$ cat src/rtl/csws_pkg.sv
// Shared types and constants of the chi-square weighted score block.
// No dependencies.
package csws_pkg;

    localparam int BIN_W      = 16;   // histogram bin
    localparam int SUM_W      = 17;   // a + b
    localparam int SQ_W       = 32;   // (a - b)^2
    localparam int ACC_W      = 32;   // channel accumulator
    localparam int WGT_W      = 24;   // signed weight
    localparam int OUT_W      = 48;   // decision value
    localparam int PROD_W     = 57;   // weight * {0, accumulator}
    localparam int MAC_W      = 59;   // sum of up to four products
    localparam int CH_W       = 2;
    localparam int CFG_IDX_W  = 3;
    localparam int NUM_WEIGHTS = 4;

    localparam logic [ACC_W-1:0] ACC_MAX = {ACC_W{1'b1}};

    typedef enum logic [CFG_IDX_W-1:0] {
        REG_WEIGHT_LUM      = 3'd0,
        REG_WEIGHT_CHROMA_A = 3'd1,
        REG_WEIGHT_CHROMA_B = 3'd2,
        REG_WEIGHT_TEXTURE  = 3'd3
    } reg_idx_t;

    typedef enum logic [2:0] {
        ST_IDLE,
        ST_DIVIDE,
        ST_WEIGH,
        ST_FLUSH,
        ST_FINISH
    } state_t;

    typedef struct packed {
        logic clr;
        logic en;
    } mac_ctrl_t;

endpackage

$ cat src/rtl/chi_square_weighted_score.sv
// Top level of the chi-square weighted score block: sequencer, channel
// accumulators, weight registers. Depends on csws_pkg, csws_div, csws_mac.
//
//   port group          direction  transfer
//   start/bin fields    in         start high while busy low
//   cfg_write/index/dat in         cfg_write high, any cycle the block is idle
//   done/pair_score     out        done high for one cycle, no stall
//
// A bin with a nonzero sum and an in-range channel goes through the divider,
// one quotient bit per cycle; any other bin without last leaves the block idle.
// A last bin also weighs every channel in turn through the shared multiplier.
// Reset clears accumulators, weights and control; nothing can stall the output.
module chi_square_weighted_score #(
    parameter int NUM_CHANNELS = 4,
    parameter int FRAC_BITS    = 16
) (
    input  logic                              clk,
    input  logic                              rst_n,
    input  logic                              start,
    output logic                              busy,
    input  logic [csws_pkg::BIN_W-1:0]        bin_first,
    input  logic [csws_pkg::BIN_W-1:0]        bin_second,
    input  logic [csws_pkg::CH_W-1:0]         channel,
    input  logic                              last_bin,
    input  logic                              cfg_write,
    input  logic [csws_pkg::CFG_IDX_W-1:0]    cfg_index,
    input  logic [csws_pkg::WGT_W-1:0]        cfg_data,
    output logic                              done,
    output logic signed [csws_pkg::OUT_W-1:0] pair_score
);
    import csws_pkg::*;

    localparam int QW  = BIN_W + FRAC_BITS;
    localparam int SW  = ((QW > ACC_W) ? QW : ACC_W) + 1;
    localparam int CIW = (NUM_CHANNELS > 1) ? $clog2(NUM_CHANNELS) : 1;
    localparam logic [3:0]     NUM_CH    = 4'(NUM_CHANNELS);
    localparam logic [CIW-1:0] LAST_CH   = CIW'(NUM_CHANNELS - 1);
    localparam int             HI_W      = MAC_W - OUT_W + 1;

    state_t state_reg, state_next;

    logic [ACC_W-1:0]        sums_reg [NUM_CHANNELS];
    logic signed [WGT_W-1:0] weight_reg [NUM_WEIGHTS];
    logic [CH_W-1:0]         ch_reg;
    logic                    last_reg;
    logic [CIW-1:0]          wc_reg;
    logic                    done_reg;
    logic signed [OUT_W-1:0] decision_reg;

    logic                    accept;
    logic [SUM_W-1:0]        total;
    logic [BIN_W-1:0]        diff;
    logic                    ch_ok;
    logic                    go_div;
    logic                    div_start;
    logic                    div_done;
    logic [QW-1:0]           term;
    logic                    sum_upd;
    logic                    shift_out;
    logic                    out_load;
    logic [CIW-1:0]          ch_idx;
    logic [SW-1:0]           sum_wide;
    logic [ACC_W-1:0]        sum_sat;
    logic [2:0]              wsel;
    logic signed [WGT_W-1:0] weight_cur;
    mac_ctrl_t               mac_ctrl;
    logic signed [MAC_W-1:0] mac_acc;
    logic signed [MAC_W-1:0] score_shr;
    logic [HI_W-1:0]         score_hi;
    logic signed [OUT_W-1:0] score_sat;

    assign accept = start && (state_reg == ST_IDLE);
    assign total  = {1'b0, bin_first} + {1'b0, bin_second};
    assign diff   = (bin_first >= bin_second) ? (bin_first - bin_second)
                                              : (bin_second - bin_first);
    assign ch_ok  = {2'b0, channel} < NUM_CH;
    assign go_div = (total != '0) && ch_ok;

    csws_div #(
        .FRAC_BITS (FRAC_BITS)
    ) u_div (
        .clk      (clk),
        .rst_n    (rst_n),
        .start    (div_start),
        .diff     (diff),
        .total    (total),
        .done     (div_done),
        .quotient (term)
    );

    // next state
    always_comb
    begin
        state_next = state_reg;
        case (state_reg)
            ST_IDLE:
            begin
                if (start)
                begin
                    if (go_div)
                        state_next = ST_DIVIDE;
                    else if (last_bin)
                        state_next = ST_WEIGH;
                end
            end
            ST_DIVIDE:
            begin
                if (div_done)
                    state_next = last_reg ? ST_WEIGH : ST_IDLE;
            end
            ST_WEIGH:
            begin
                if (wc_reg == LAST_CH)
                    state_next = ST_FLUSH;
            end
            ST_FLUSH:  state_next = ST_FINISH;
            ST_FINISH: state_next = ST_IDLE;
            default:   state_next = ST_IDLE;
        endcase
    end

    // sequencer outputs
    always_comb
    begin
        div_start    = 1'b0;
        sum_upd      = 1'b0;
        shift_out    = 1'b0;
        out_load     = 1'b0;
        mac_ctrl.clr = 1'b0;
        mac_ctrl.en  = 1'b0;
        case (state_reg)
            ST_IDLE:
            begin
                div_start    = start && go_div;
                mac_ctrl.clr = 1'b1;
            end
            ST_DIVIDE: sum_upd = div_done;
            ST_WEIGH:
            begin
                shift_out   = 1'b1;
                mac_ctrl.en = 1'b1;
            end
            ST_FLUSH:  ;
            ST_FINISH: out_load = 1'b1;
            default:   ;
        endcase
    end

    always_ff @(posedge clk or negedge rst_n)
    begin
        if (!rst_n)
            state_reg <= ST_IDLE;
        else
            state_reg <= state_next;
    end

    always_ff @(posedge clk)
    begin
        if (accept)
        begin
            ch_reg   <= channel;
            last_reg <= last_bin;
        end
    end

    // saturating accumulate of the bin term
    assign ch_idx   = CIW'(ch_reg);
    assign sum_wide = SW'(sums_reg[ch_idx]) + SW'(term);
    assign sum_sat  = (sum_wide > SW'(ACC_MAX)) ? ACC_MAX : sum_wide[ACC_W-1:0];

    always_ff @(posedge clk or negedge rst_n)
    begin
        if (!rst_n)
        begin
            for (int i = 0; i < NUM_CHANNELS; i++)
                sums_reg[i] <= '0;
        end
        else if (sum_upd)
            sums_reg[ch_idx] <= sum_sat;
        else if (shift_out)
        begin
            // feed channels to the multiplier in order, draining to zero
            for (int i = 0; i < NUM_CHANNELS - 1; i++)
                sums_reg[i] <= sums_reg[i+1];
            sums_reg[NUM_CHANNELS-1] <= '0;
        end
    end

    always_ff @(posedge clk or negedge rst_n)
    begin
        if (!rst_n)
            wc_reg <= '0;
        else if (shift_out)
            wc_reg <= wc_reg + 1'b1;
        else
            wc_reg <= '0;
    end

    always_ff @(posedge clk or negedge rst_n)
    begin
        if (!rst_n)
        begin
            for (int i = 0; i < NUM_WEIGHTS; i++)
                weight_reg[i] <= '0;
        end
        else if (cfg_write)
        begin
            case (cfg_index)
                REG_WEIGHT_LUM:      weight_reg[0] <= cfg_data;
                REG_WEIGHT_CHROMA_A: weight_reg[1] <= cfg_data;
                REG_WEIGHT_CHROMA_B: weight_reg[2] <= cfg_data;
                REG_WEIGHT_TEXTURE:  weight_reg[3] <= cfg_data;
                default:             ;
            endcase
        end
    end

    // channels past the weight registers count with weight zero
    assign wsel       = 3'(wc_reg);
    assign weight_cur = (wsel < 3'd4) ? weight_reg[wsel[1:0]] : '0;

    csws_mac u_mac (
        .clk    (clk),
        .rst_n  (rst_n),
        .ctrl   (mac_ctrl),
        .weight (weight_cur),
        .value  (sums_reg[0]),
        .acc    (mac_acc)
    );

    // drop the fraction and halve with floor, then saturate to the output range
    assign score_shr = mac_acc >>> (FRAC_BITS + 1);
    assign score_hi  = score_shr[MAC_W-1:OUT_W-1];

    always_comb
    begin
        if (!score_hi[HI_W-1] && (|score_hi))
            score_sat = {1'b0, {(OUT_W-1){1'b1}}};
        else if (score_hi[HI_W-1] && !(&score_hi))
            score_sat = {1'b1, {(OUT_W-1){1'b0}}};
        else
            score_sat = score_shr[OUT_W-1:0];
    end

    always_ff @(posedge clk or negedge rst_n)
    begin
        if (!rst_n)
            done_reg <= 1'b0;
        else
            done_reg <= out_load;
    end

    always_ff @(posedge clk)
    begin
        if (out_load)
            decision_reg <= score_sat;
    end

    assign busy       = (state_reg != ST_IDLE);
    assign done       = done_reg;
    assign pair_score = decision_reg;

endmodule

$ cat src/rtl/csws_div.sv
// Bin term unit: squares |a-b| once, then a restoring divider by a+b,
// one quotient bit per cycle. Depends on csws_pkg.
module csws_div #(
    parameter int FRAC_BITS = 16
) (
    input  logic                       clk,
    input  logic                       rst_n,
    input  logic                       start,
    input  logic [csws_pkg::BIN_W-1:0] diff,
    input  logic [csws_pkg::SUM_W-1:0] total,
    output logic                       done,
    output logic [FRAC_BITS+15:0]      quotient
);
    import csws_pkg::*;

    localparam int QW    = BIN_W + FRAC_BITS;
    localparam int CNT_W = $clog2(QW);

    logic [SQ_W-1:0]         sq_reg;
    logic [SUM_W-1:0]        den_reg;
    logic [SUM_W-1:0]        rem_reg;
    logic [QW-1:0]           quo_reg;
    logic [CNT_W-1:0]        cnt_reg;
    logic                    load_reg;
    logic                    run_reg;
    logic                    done_reg;

    logic [SQ_W+FRAC_BITS-1:0] num_wide;
    logic [SUM_W:0]            trial;
    logic [SUM_W:0]            trial_sub;
    logic                      fits;

    // (d^2 << F) / (s << 16) == ((d^2 << F) >> 16) / s
    assign num_wide  = {sq_reg, {FRAC_BITS{1'b0}}};
    assign trial     = {rem_reg, quo_reg[QW-1]};
    assign fits      = trial >= {1'b0, den_reg};
    assign trial_sub = trial - {1'b0, den_reg};

    always_ff @(posedge clk or negedge rst_n)
    begin
        if (!rst_n)
        begin
            load_reg <= 1'b0;
            run_reg  <= 1'b0;
            done_reg <= 1'b0;
            cnt_reg  <= '0;
        end
        else
        begin
            load_reg <= start;
            done_reg <= 1'b0;
            if (load_reg)
            begin
                run_reg <= 1'b1;
                cnt_reg <= CNT_W'(QW - 1);
            end
            else if (run_reg)
            begin
                cnt_reg <= cnt_reg - 1'b1;
                if (cnt_reg == '0)
                begin
                    run_reg  <= 1'b0;
                    done_reg <= 1'b1;
                end
            end
        end
    end

    always_ff @(posedge clk)
    begin
        if (start)
        begin
            sq_reg  <= {16'b0, diff} * {16'b0, diff};
            den_reg <= total;
        end
        if (load_reg)
        begin
            quo_reg <= num_wide[SQ_W+FRAC_BITS-1:BIN_W];
            rem_reg <= '0;
        end
        else if (run_reg)
        begin
            // shift in the next dividend bit, subtract where the divisor fits
            rem_reg <= fits ? trial_sub[SUM_W-1:0] : trial[SUM_W-1:0];
            quo_reg <= {quo_reg[QW-2:0], fits};
        end
    end

    assign done     = done_reg;
    assign quotient = quo_reg;

endmodule

$ cat src/rtl/csws_mac.sv
// Shared weighting unit: one signed multiply per cycle while enabled,
// registered, then accumulated into the weighted sum. Depends on csws_pkg.
module csws_mac (
    input  logic                              clk,
    input  logic                              rst_n,
    input  csws_pkg::mac_ctrl_t               ctrl,
    input  logic signed [csws_pkg::WGT_W-1:0] weight,
    input  logic [csws_pkg::ACC_W-1:0]        value,
    output logic signed [csws_pkg::MAC_W-1:0] acc
);
    import csws_pkg::*;

    logic signed [PROD_W-1:0] prod_reg;
    logic                     valid_reg;
    logic signed [MAC_W-1:0]  acc_reg;

    always_ff @(posedge clk or negedge rst_n)
    begin
        if (!rst_n)
        begin
            valid_reg <= 1'b0;
            acc_reg   <= '0;
        end
        else if (ctrl.clr)
        begin
            valid_reg <= 1'b0;
            acc_reg   <= '0;
        end
        else
        begin
            valid_reg <= ctrl.en;
            if (valid_reg)
                acc_reg <= acc_reg + MAC_W'(prod_reg);
        end
    end

    always_ff @(posedge clk)
    begin
        if (ctrl.en)
            prod_reg <= PROD_W'(weight * $signed({1'b0, value}));
    end

    assign acc = acc_reg;

endmodule

$ cat config.mk
export PLATFORM = sky130hd
export DESIGN_NAME = chi_square_weighted_score
export DESIGN_NICKNAME = d
export VERILOG_FILES = /design/src/rtl/csws_pkg.sv /design/src/rtl/chi_square_weighted_score.sv /design/src/rtl/csws_div.sv /design/src/rtl/csws_mac.sv
export SDC_FILE = /design/constraint.sdc
export NUM_CORES = 2
export LEC_CHECK = 0
export ABC_AREA = 1
export BUFFER_PORTS_ARGS = -buffer_cell sky130_fd_sc_hd__buf_2
export CORE_MARGIN = 2
export CORE_UTILIZATION = 66
export CTS_CLUSTER_SIZE = 24
export DETAILED_ROUTE_END_ITERATION = 7
export PLACE_DENSITY = 0.84
export SLEW_MARGIN = 20
export SYNTH_ARGS = -nofsm -noshare
export SYNTH_HDL_FRONTEND = slang
export SYNTH_SLANG_ARGS = --single-unit
export TNS_END_PERCENT = 100
$ cat constraint.sdc
create_clock -name clk -period 9.7 [get_ports clk]
set_clock_uncertainty 0.2 [all_clocks]
set_input_delay 2.91 -clock clk [delete_from_list [all_inputs] [get_ports clk]]
set_output_delay 2.91 -clock clk [all_outputs]
set_load 0.1 [all_outputs]
After elaboration in Yosys (flattened, before gate mapping)
Index checks and enable logic that the tools add are counted.
W data, S select, Z words.
{"block": "word_totals", "elab_cells": 113, "out_inout_bits": 50, "ram_bits": 0, "romBits": 0, "register_bits": 498, "inputBits": 66, "latch_bits": 0, "n_memories": 0}
{"block": "op_classes", "n_mux": 41, "n_shift": 0, "reduce_logical": 16, "magnitude_cmp": 7, "eq_ne": 12, "div": 0, "bitwise": 2, "multipliers": 2, "addsub": 8}
{"op": "$mux W128", "n": 2}
{"op": "$mux W32", "n": 6}
{"op": "$bwmux W128", "n": 1}
{"op": "$mux W59", "n": 2}
{"op": "$mux W24", "n": 3}
{"op": "$bmux W32 S2", "n": 1}
{"op": "$demux W32 S2", "n": 1}
{"op": "$add A59 B57 Y59", "n": 1}
{"op": "$mul A24 B33 Y57", "n": 1}
{"op": "$bmux W24 S2", "n": 1}
{"op": "$add A32 B32 Y33", "n": 1}
{"op": "$gt A33 B32 Y1 const B", "n": 1}
{"op": "$mul A16 B16 Y32", "n": 1}
{"op": "$sub A16 B16 Y16", "n": 2}
{"op": "$ge A18 B17 Y1", "n": 1}
{"op": "$add A16 B16 Y17", "n": 1}
{"op": "$mux W17", "n": 1}
{"op": "$reduce_bool A17 Y1", "n": 1}
{"op": "$sub A17 B17 Y17", "n": 1}
{"op": "$ge A16 B16 Y1", "n": 1}
{"op": "$mux W16", "n": 1}
{"op": "$mux W3", "n": 5}
{"op": "$eq A3 B2 Y1 const B", "n": 4}
{"op": "$mux W1", "n": 12}
{"op": "22 further kinds", "n": 36}

Depth between registers and ports, before layout
{"block": "logic_depth", "depth_word": 9, "depth_mapped": 40}

Modules after synthesis
A second synthesis with hierarchy kept.
{"block": "unflattened", "hier_cells": 8781, "hier_area_um2": 65469.0}
{"module": "csws_mac", "seq_area_each_um2": 3213.1, "cells_each": 4943, "area_each_um2": 35706.7, "instances": 1}
{"module": "chi_square_weighted_score", "seq_area_each_um2": 7106.8, "cells_each": 2232, "area_each_um2": 16752.3, "instances": 1}
{"module": "csws_div", "seq_area_each_um2": 2942.8, "cells_each": 1606, "area_each_um2": 13010.0, "instances": 1}

Worst setup path after synthesis
No wires, ideal clock.
{"block": "synth_path", "path_kind": "input-to-reg", "startpoint": "input bin_first[8] in the netlist's numbering", "endpoint": "register u_div.sq_reg[29], data pin", "slack_ps": 74, "path_stages": 32, "path_buffers": 2, "setup_ps": 265, "arrival_ps": 9161, "cell_sequence": "inv_1 > ha_1 > buf_2 > nand2_2 > nor2_4 > inv_2 > nor3_2 > nand3_1 > nand3_4 > mux2i_2 > xor2_2 > inv_2 > buf_6 > fa_1 > fa_1 > inv_1 > fa_1 > inv_1 > fa_1 > fa_1 > inv_1 > fa_1 > inv_1 > ha_1 > a21o_1 > a31oi_1 > nand2_1 > nand2_1 > nand3_1 > a21oi_1 > o21ai_0 > xor2_1"}
{"block": "synth_between", "elab_chain_cells": 3, "word_cells_on_any_way": 5, "cone_classes": "2 x add/sub; 1 x mul; 1 x order compare; 1 x mux"}
{"item": "start, declared", "line": "chi_square_weighted_score.sv:21", "text": "input logic [csws_pkg::BIN_W-1:0] bin_first,"}
{"item": "$sub A16 B16 Y16 (tied with other cells)", "line": "chi_square_weighted_score.sv:75", "text": ": (bin_second - bin_first);"}
{"item": "$mux W16 *", "line": "chi_square_weighted_score.sv:74", "text": "assign diff = (bin_first >= bin_second) ? (bin_first - bin_second)"}
{"item": "$mul A16 B16 Y32 *", "line": "csws_div.sv:73", "text": "sq_reg <= {16'b0, diff} * {16'b0, diff};"}
{"item": "end signal, assigned", "line": "csws_div.sv:73"}
{"item": "end, declared", "line": "csws_div.sv:19", "text": "logic [SQ_W-1:0] sq_reg;"}
Every way passes the cells marked *; elsewhere a longest branch is shown, timed or not.
A chain may end at the register's enable or synchronous reset.

Final worst setup path
{"block": "layout_path", "startpoint": "input bin_first[0] in the netlist's numbering", "endpoint": "register u_div.sq_reg[19], data pin"}
The elaborated chain is that of the path after synthesis.

==> results.py <==
metrics = {
    "worst_setup_path": {
        "cp_slowest_cell": "fa_1",
        "crit_type": "in2reg",
        "r2r_start": "wc_reg[0]$_DFF_PN0_",
        "crit_arrival_ns": 9.60,
        "cp_max_fo": 7,
        "slowest_delay_ns": 0.58,
        "crit_buf_inv": 7,
        "cp.depth": 33,
        "critPathLaunchType": "primary input",
        "worst_path_dominant_cell_family": "adder cells",
        "rr_worst_depth": 29,
        "endpoint_kind": "register",
        "rrSetupSlack_ns": 0.44,
        "reg2reg_to": "u_mac.prod_reg[56]$_DFFE_PP_",
        "required_ns": 9.86,
        "crit_top_cell": "fa_1",
    },
    "global_routing": {
        "grt_use_met2_pct": 66.17,
        "grt_first_pass_wirelength_mm": 310.4,
        "antenna_found_initial": 5,
        "grt_overflow_total": 0,
        "track_usage_pct": 42.64,
        "first_global_vias": 56043,
        "gr-usage-met3_pct": 11.41,
        "grt_use_met1_pct": 53.59,
        "grt_max_degree": 161,
        "busiest_layer": "met2",
    },
    "sta": {
        "worstMarginPinSlew_ns": 1.130,
        "min_period_over_period_pct": 97.26,
        "hold_slack_ns": 0.2650,
        "final_hold_viol_count": 0,
        "min_period_ns": 9.434,
        "fin_ws_ns": 0.2662,
        "slew_headroom_pct": 24.65,
        "drv_slew": 0,
        "setup_viol": 0,
        "fmax_ghz": 0.1060,
    },
    "die": {
        "ios": 116,
        "die_y_microns": 309.3,
        "dieWidth_microns": 309.3,
        "start_util_pct": 66.90,
        "die-area_sq_mm": 0.09564,
        "coreArea_sq_mm": 0.09194,
        "rows": 111,
    },
    "yosys": {
        "synth_top_cell_by_area": "fa_1",
        "ys_async_sr_fraction_pct": 60.08,
        "yosys_warnings": 0,
        "ys_types": 63,
        "syn_nets": 9069,
        "yosysSeqAreaShare_pct": 21.52,
        "synth_seq_cells": 496,
        "yosysMostFrequentCell": "nand2_1",
        "synthFlopType": "dfrtp_1",
        "syn_area_per_cell_sq_um": 7.983,
        "yosysTopAreaCellShare_pct": 26.92,
        "synth_edf_count": 181,
        "netlist_instances": 7704,
        "ys_top_cells_by_count": "nand2_1 (1805), inv_1 (1456), fa_1 (827)",
        "synth.area.top_cells": "fa_1 (27%), dfrtp_1 (12%), nand2_1 (11%)",
        "syn-cell-area_sq_mm": 0.06150,
    },
    "clock_network": {
        "cts.sinks": 496,
        "cts_buffer_depth": 3,
        "root_buffer": "clkbuf_16",
        "cts_buffers": 53,
        "htreeDepth": 2,
        "cts_tree": "done",
        "holdBufCountCts": 0,
        "clk_pin_slew_ns": 0.07,
        "clk_latency_ns": 0.68,
    },
    "routing": {
        "drc": 2,
        "drt_iter0_drc": 5897,
        "via_per_inst": 5.956,
        "ant_nets": 0,
        "drt-wirelength-per-cell_microns": 21.59,
        "drtPass1Iterations": 8,
        "drt_wl_total_mm": 200.4,
        "via_count": 55290,
    },
    "run_status": {
        "violations": "DRC",
        "status": "complete, but fails checks",
    },
    "hold_path": {
        "holdPathEnd": "u_div.quotient[5]$_DFFE_PP_",
        "min_path_type": "reg2reg",
        "hp-start": "u_div.sq_reg[5]$_DFFE_PP_",
        "whs_path_depth": 2,
    },
    "finish": {
        "drive_above_1_share_pct": 9.305,
        "area_growth_pct": 10.33,
        "fillers": 7038,
        "layout.nets": 9359,
        "largest_reg_flops": 128,
        "design_area_sq_mm": 0.06786,
    },
    "place": {
        "dpl.hpwl_mm": 158.7,
        "pre_cts_slack_ns": -0.6133,
        "dpl_cell_area_sq_mm": 0.06554,
        "gp_congestion": 1.027,
        "portBuffers": 115,
    },
    "run": {
        "drv_cap": 0,
    },
}
worst max-delay path by stage:
stage                                 endpoint    startpoint  slack [ns]
floorplan           u_div.sq_reg[29]$_DFFE_PP_  bin_first[8]        0.07
global placement    u_div.sq_reg[28]$_DFFE_PP_  bin_first[0]       -0.50
detailed placement  u_div.sq_reg[28]$_DFFE_PP_  bin_first[0]       -0.61
CTS                 u_div.sq_reg[30]$_DFFE_PP_  bin_first[0]        0.01
global route        u_div.sq_reg[16]$_DFFE_PP_  bin_first[0]       -0.05
finish              u_div.sq_reg[19]$_DFFE_PP_  bin_first[0]        0.27
layer usage:
metal / part of all wire, % / vias to the layer above
met3: 11 / 921
li1: - / 24428
met4: 7.6 / 8
met2: 45 / 3291
met5: 0.041 / -
met1: 36 / 26642
cells in the final DEF (no fill, tap or decap), drive strengths merged, types with 31 or more instances in the layout:
cell    instances
nand2        1829
inv          1471
fa            827
nor2          790
buf           508
ha            472
a21oi         421
o21ai         364
dfrtp         298
edfxtp        181
nand3         179
xor2           96
clkbuf         75
a22oi          71
xnor2          51
clkinv         41
o211ai         40
nand4          39
nor3           38
o221ai         32
a21o           31
a31oi          31
through the flow:
stage | utilization (%) | setup TNS [ns] | cells
finish | 73.80 | 0 | 9283
detailed placement | 71.28 | -8.405 | 9179
global route | 73.80 | -0.1232 | 9282
floorplan | - | 0 | 7704
global placement | 71.28 | -6.632 | 9179
CTS | 73.30 | 0 | 9279
tightest hold or removal path, delay by kind of cell, from the launching register on:
kind	cells	cell delay (ns)
flops	1	0.33
simple gates	2	0.10
cells by family after synthesis:
| logic type | Yosys count | synth area share, % |
|---|---|---|
| XOR/XNOR | 147 | 2.106 |
| adder cells (fa/ha/maj) | 1299 | 36.52 |
| AO/OA/AOI/OAI | 1075 | 10.07 |
| flip-flops | 496 | 21.52 |
| buffers and inverters | 1768 | 11.00 |
| multiplexers | 1 | 0.02237 |
| AND/OR/NAND/NOR | 2918 | 18.77 |
layout make-up:
type / count / area (sq um) / share of cell area [%]
Antenna cell: 1 / 2.502 / 0.003688
Clock buffer: 75 / 1562 / 2.301
Clock inverter: 25 / 289.0 / 0.4259
Inverter: 1495 / 5623 / 8.286
Multi-Input combinational cell: 5440 / 42010 / 61.91
Sequential cell: 496 / 13230 / 19.50
Tap cell: 1243 / 1555 / 2.292
Timing Repair Buffer: 508 / 3585 / 5.283
timing repair:
item	4_1_cts	5_1_grt
gates resized for setup	1	97
gates cloned	0	0
hold endpoints to repair	0	0
pin swaps	0	19
setup endpoints to repair	1	19
buffers inserted	0	3
Power is left out: the tool's default activity adds up to more than one toggle a clock period on the data nets, which glitch-free logic cannot reach.
